--- config.mk ---
export PLATFORM = sky130hd
export DESIGN_NAME = aavr_cell
export DESIGN_NICKNAME = d
export VERILOG_FILES = /design/src/sv/aavr_pkg.sv /design/src/sv/aavr_cell.sv
export SDC_FILE = /design/constraint.sdc
export NUM_CORES = 2
export LEC_CHECK = 0
export ABC_AREA = 1
export BUFFER_PORTS_ARGS = -buffer_cell sky130_fd_sc_hd__buf_4
export CORE_UTILIZATION = 45
export CTS_CLUSTER_SIZE = 10
export DETAILED_ROUTE_END_ITERATION = 8
export PLACE_DENSITY_LB_ADDON = 0.2
export REMOVE_ABC_BUFFERS = 1
export SLEW_MARGIN = 20
export SYNTH_ARGS = -nofsm -noshare
export SYNTH_HDL_FRONTEND = slang
export SYNTH_SLANG_ARGS = --single-unit
--- constraint.sdc ---
create_clock -name clk -period 5.6 [get_ports clk]
set_input_delay 1.12 -clock clk [delete_from_list [all_inputs] [get_ports clk]]
set_output_delay 1.12 -clock clk [all_outputs]
set_load 0.02 [all_outputs]
--- src/sv/aavr_pkg.sv ---
// Shared types and constants for the axis-angle vector rotation pipeline.
package aavr_pkg;

	localparam int NCELL = 6;
	localparam int CELL_LAT = 3;

	localparam int ANG_FULL = 23040;
	localparam int ANG_QUARTER = 5760;
	localparam int ANG_EIGHTH = 2880;
	localparam int unsigned RAD_Q32 = 1171271;

	localparam logic [32:0] ONE_Q32 = 33'h1_0000_0000;

	localparam int unsigned CDIV [NCELL] = '{132, 90, 56, 30, 12, 2};
	localparam int unsigned SDIV [NCELL] = '{0, 110, 72, 42, 20, 6};

	typedef enum logic [1:0] {
		QUAD_0,
		QUAD_90,
		QUAD_180,
		QUAD_270
	} quad_t;

	typedef struct packed {
		logic [31:0] x;
		logic [31:0] x2;
		logic [32:0] us;
		logic [32:0] uc;
		quad_t       quad;
		logic        swap;
	} trig_t;

endpackage

--- src/sv/aavr_cell.sv ---
// One series step cell: sine and cosine polynomial terms, three stages deep.
module aavr_cell #(
	parameter int IDX = 0
) (
	input  logic            clk,
	input  logic            arst_n,
	input  logic            en,
	input  logic            in_vld,
	input  aavr_pkg::trig_t din,
	output logic            out_vld,
	output aavr_pkg::trig_t dout
);
	import aavr_pkg::*;

	localparam int unsigned CD = CDIV[IDX];
	localparam int unsigned SD = SDIV[IDX];
	localparam int unsigned SDS = (SD == 0) ? 1 : SD;
	localparam logic [31:0] CM = 32'((64'd1 << 32) / CD);
	localparam logic [31:0] SM = 32'((64'd1 << 32) / SDS);

	logic        vld_s1, vld_s2, vld_s3;
	trig_t       t_s1, t_s2, t_s3;
	trig_t       t_nx;
	logic [31:0] ps_s1, pc_s1, ps_s2, pc_s2, es_s2, ec_s2;
	logic [31:0] rs, rc, qs, qc;
	logic [32:0] us_nx, uc_nx;

	always_ff @(posedge clk or negedge arst_n) begin
		if (!arst_n) begin
			vld_s1 <= 1'b0;
			vld_s2 <= 1'b0;
			vld_s3 <= 1'b0;
		end else if (en) begin
			vld_s1 <= in_vld;
			vld_s2 <= vld_s1;
			vld_s3 <= vld_s2;
		end
	end

	always_comb begin
		rs = ps_s2 - es_s2 * SDS;
		rc = pc_s2 - ec_s2 * CD;
		qs = es_s2 + 32'(rs >= SDS);
		qc = ec_s2 + 32'(rc >= CD);
		us_nx = (SD == 0) ? t_s2.us : (ONE_Q32 - 33'(qs));
		uc_nx = ONE_Q32 - 33'(qc);
		t_nx = t_s2;
		t_nx.us = us_nx;
		t_nx.uc = uc_nx;
	end

	always_ff @(posedge clk) begin
		if (en) begin
			t_s1 <= din;
			ps_s1 <= 32'((64'(din.x2) * 64'(din.us)) >> 32);
			pc_s1 <= 32'((64'(din.x2) * 64'(din.uc)) >> 32);
			t_s2 <= t_s1;
			ps_s2 <= ps_s1;
			pc_s2 <= pc_s1;
			es_s2 <= 32'((64'(ps_s1) * 64'(SM)) >> 32);
			ec_s2 <= 32'((64'(pc_s1) * 64'(CM)) >> 32);
			t_s3 <= t_nx;
		end
	end

	assign out_vld = vld_s3;
	assign dout = t_s3;

endmodule

[Word-level counts from Yosys, hierarchy flattened]
Cells that the tools add are included.
Operators by class
  add/subtract/negate cells: 3
  multiply operators: 3
  order comparisons: 1
Operator list (count)
  $mul 32x33->64: 1
  $mul 32x25->57 const B: 1
  $sub 33x26->33 const A: 1
  $ge 32x8->1 const B: 1
  $sub 32x32->32: 1
  $mul 25x6->30 const B: 1
  $add 25x1->26: 1
Word-level totals
  register bits: 425
  output and inout port bits: 134
  logic and storage cells: 29

[Logic depth before layout (Yosys ltp)]
  depth in word-level cells: 5
  mapped depth: 39
  mapped depth without buffers: 39

[Least setup slack after synthesis]
OpenSTA, ideal clock, no wires.
  kind: input to register
  start: input port din[77] in the netlist's numbering
  end: register pc_s1[27] (data pin)
  arrival: 7334 ps
  setup slack: -1986 ps
  stages on the path: 29
  buffers on the path: 2
  cell sequence: clkbuf_1 > clkbuf_1 > nand2_1 > fa_1 > inv_1 > fa_1 > fa_1 > inv_1 > fa_1 > inv_1 > fa_1 > inv_1 > fa_1 > inv_1 > fa_1 > inv_1 > fa_1 > inv_1 > ha_1 > a21oi_1 > nor2_1 > nor2_1 > inv_1 > a21oi_1 > o21ai_0 > a221oi_1 > nand2_1 > nand2_1 > nand2_1
Between the ends
  cells in the longest elaborated chain, start to end: 1
RTL lines
  from (decl): RTL line aavr_cell.sv:9  | input aavr_pkg::trig_t din,
  $mul 32x33->64: RTL line aavr_cell.sv:56  | pc_s1 <= 32'((64'(din.x2) * 64'(din.uc)) >> 32);
  to (signal assigned): RTL line aavr_cell.sv:56
  to (decl): RTL line aavr_cell.sv:24  | logic [31:0] ps_s1, pc_s1, ps_s2, pc_s2, es_s2, ec_s2;
No other way between the ends.
A chain may end at the register's enable or synchronous reset.

[Worst setup path in the final report]
  start: input port din[22] in the netlist's numbering
  end: register pc_s1[24] (data pin)
The elaborated chain is that of the path after synthesis.

==> results.sh <==
export IMPL_dpl_hpwl_mm=165.0
export IMPL_met1_usage_pct=32.53
export IMPL_drc_errors=0
export IMPL_viasPerCell=4.895
export IMPL_grt_pass1_vias=55480
export IMPL_rsz0062_at_grt="yes"
export IMPL_async_reset_ff_share_pct=0.7092
export IMPL_hold_path_class="in -> async"
export IMPL_start_util_pct=45.28
export IMPL_cts_made_buffers=50
export IMPL_multi_input_area_um2=48180
export IMPL_final_area_um2=85190
export IMPL_synth_warnings=0
export IMPL_synth_top_cell_area_share_pct=37.42
export IMPL_rows=140
export IMPL_layout_area_overhead_vs_synth_pct=29.26
export IMPL_setup_viol=77
export IMPL_synthCells=7245
export IMPL_drt_first_pass_iters=6
export IMPL_synth_seq_cells=423
export IMPL_grt_use_met2_pct=48.36
export IMPL_period_needed_ns=7.027
export IMPL_r2r_setup_slack_ns=-0.79
export IMPL_wl_mm=195.8
export IMPL_grt_most_used_layer="met2"
export IMPL_period_share_pct=125.5
export IMPL_crit_path_start_kind="input port"
export IMPL_layout_drive_gt1_share_pct=26.74
export IMPL_crit_arrival_ns=7.39
export IMPL_slew_viol_final=0
export IMPL_cts_tree="built"
export IMPL_critPathTopFamily="adder cells"
export IMPL_synthDistinctLibCells=50
export IMPL_globalRouteTotalUtil_pct=26.77
export IMPL_maxCapViolations=0
export IMPL_cts_sinks=423
export IMPL_clkTransAtPathRegs_ns=0.06
export IMPL_grt_pass1_wl_mm=304.0
export IMPL_synth_flop_cell="edfxtp_1"
export IMPL_worst_pin_slew_ns=0.7914
export IMPL_drtAntennaViolNets=0
export IMPL_port_buffers=270
export IMPL_skew_ns=0.04193
export IMPL_cp_common_cell="fa_1"
export IMPL_clk_insertion_delay_late_ns=0.64
export IMPL_antenna_found_initial=3
export IMPL_place_area_um2=76970
export IMPL_r2r_cells=25
export IMPL_die_x_um=384.7
export IMPL_num_fill_cells=12703
export IMPL_path_buf_inv=12
export IMPL_violations="negative setup slack"
export IMPL_synth_area_um2=65910
export IMPL_status="finished with violations"
export IMPL_grt_ovfl_total=0
export IMPL_critPathKind="in -> reg"
export IMPL_worstReg2RegEnd="ec_s2[14]"
export IMPL_dieArea_um2=148000
export IMPL_cts_root_buffer="clkbuf_16"
export IMPL_die_height_um=384.7
export IMPL_fmax_mhz=142.3
export IMPL_yosys_area_top_type="fa_1"
export IMPL_place_gp_congestion=0.9662
export IMPL_vias=50990
export IMPL_io_pins=271
export IMPL_clockBufferDepth=3
export IMPL_cts_htree_levels=2
export IMPL_fin_ws_ns=-1.427
export IMPL_endpoint_kind="flop"
export IMPL_core_area_um2=145600
export IMPL_ys_seq_area_share_pct=19.25
export IMPL_yosys_top_cells_area="fa_1, edfxtp_1, ha_1, inv_1, nand2_1"
export IMPL_path_max_fanout=6
export IMPL_finalHoldViolCount=0
export IMPL_avgSynthCellArea_um2=9.097
export IMPL_synth_edf_count=420
export IMPL_wl_per_cell_um=18.80
export IMPL_fin_nets=10493
export IMPL_slew_limit_headroom_pct=45.87
export IMPL_antenna_cells=0
export IMPL_cts_hold_buffers=0
export IMPL_grt_max_degree=89
export IMPL_drt_initial_drc_count=2859
export IMPL_grt_util_met3_pct=2.959
export IMPL_cp_slowest_stage_delay_ns=0.54
export IMPL_crit_required_ns=5.96
export IMPL_worstReg2RegStart="pc_s1[9]"
export IMPL_post_synth_top_count_cell="inv_1"
export IMPL_synth_commonest_cells="inv_1, nand2_1, fa_1"
export IMPL_critPathSlowestCell="fa_1"
export IMPL_register_area_um2=12690
## per-layer routing
metal	part of all wire (%)	vias up
li1	-	23830
met1	40	25488
met2	51	1287
met3	4.7	379
met4	4.6	6
met5	0.022	-
## state kept, by name (all words and copies together), names as in the netlist
register,cells
out_vld,1
vld_s2,1
ec_s2,25
dout,133
vld_s1,1
pc_s1,32
t_s1,100
pc_s2,30
t_nx,67
us_nx,33
## worst max-delay path by stage
stage                 start        end  depth (start not counted)
finish              din[22]  pc_s1[24]                         33
global route        din[19]  pc_s1[24]                         29
CTS                 din[11]  pc_s1[29]                         30
detailed placement  din[71]  pc_s1[30]                         28
global placement    din[26]  pc_s1[26]                         23
floorplan           din[31]  pc_s1[27]                         27
## layout make-up
class                           count  area share, %
Clock buffer                       69          1.552
Clock inverter                      9         0.1909
Inverter                         2131          9.407
Multi-Input combinational cell   4465          56.56
Sequential cell                   423          14.89
Tap cell                         1917          2.815
Timing Repair Buffer             1402          14.59
## kinds of logic after synthesis
| family | count (synthesis) | share of synthesized area (%) |
|---|---|---|
| compound gates | 512 | 4.399 |
| xor+xnor | 115 | 1.528 |
| fa+ha+maj | 1883 | 49.78 |
| buf+inv | 2357 | 13.43 |
| flops | 423 | 19.25 |
| mux | 1 | 0.01708 |
| simple gates | 1954 | 11.60 |
## layout by cell type, fill, tap and decap left out, types with 33 or more instances in the layout
cell type,count
clkbuf_16,57
fa_2,66
nand3_1,61
inv_1,1970
nand2_4,35
o21ai_0,60
nor2_1,168
o21ai_2,33
nand2_1,1382
ha_1,572
a21oi_4,40
edfxtp_1,420
buf_6,121
buf_4,1173
a21oi_1,132
buf_12,53
fa_1,1166
a21oi_2,84
nor2_2,58
nand2_2,94
inv_2,155
ha_4,73
nor2_4,49
xor2_1,61
## what timing repair did
item	in CTS	in global routing
buffers inserted	118	67
pin swaps	290	297
gates cloned	8	7
endpoints found under the setup margin	86	86
hold endpoints to repair	0	0
gates resized for setup	875	450
## through the flow
| step | hold WS (ns) | instances | setup WS [ns] | utilization, % | setup TNS (ns) |
|---|---|---|---|---|---|
| after floorplan | 0.4003 | 7019 | -1.472 | - | -43.30 |
| after global placement | 0.4003 | 10165 | -2.481 | 52.87 | -107.36 |
| after detailed placement | 0.4045 | 10165 | -2.541 | 52.87 | -109.46 |
| after CTS | 0.2123 | 10354 | -1.376 | 57.01 | -58.62 |
| after global routing | 0.2267 | 10416 | -1.607 | 58.53 | -75.43 |
| final | 0.2677 | 10416 | -1.427 | 58.53 | -59.54 |
Power is not shown: default switching activity piles up to over one toggle a cycle in this logic, so the estimate is an artifact.
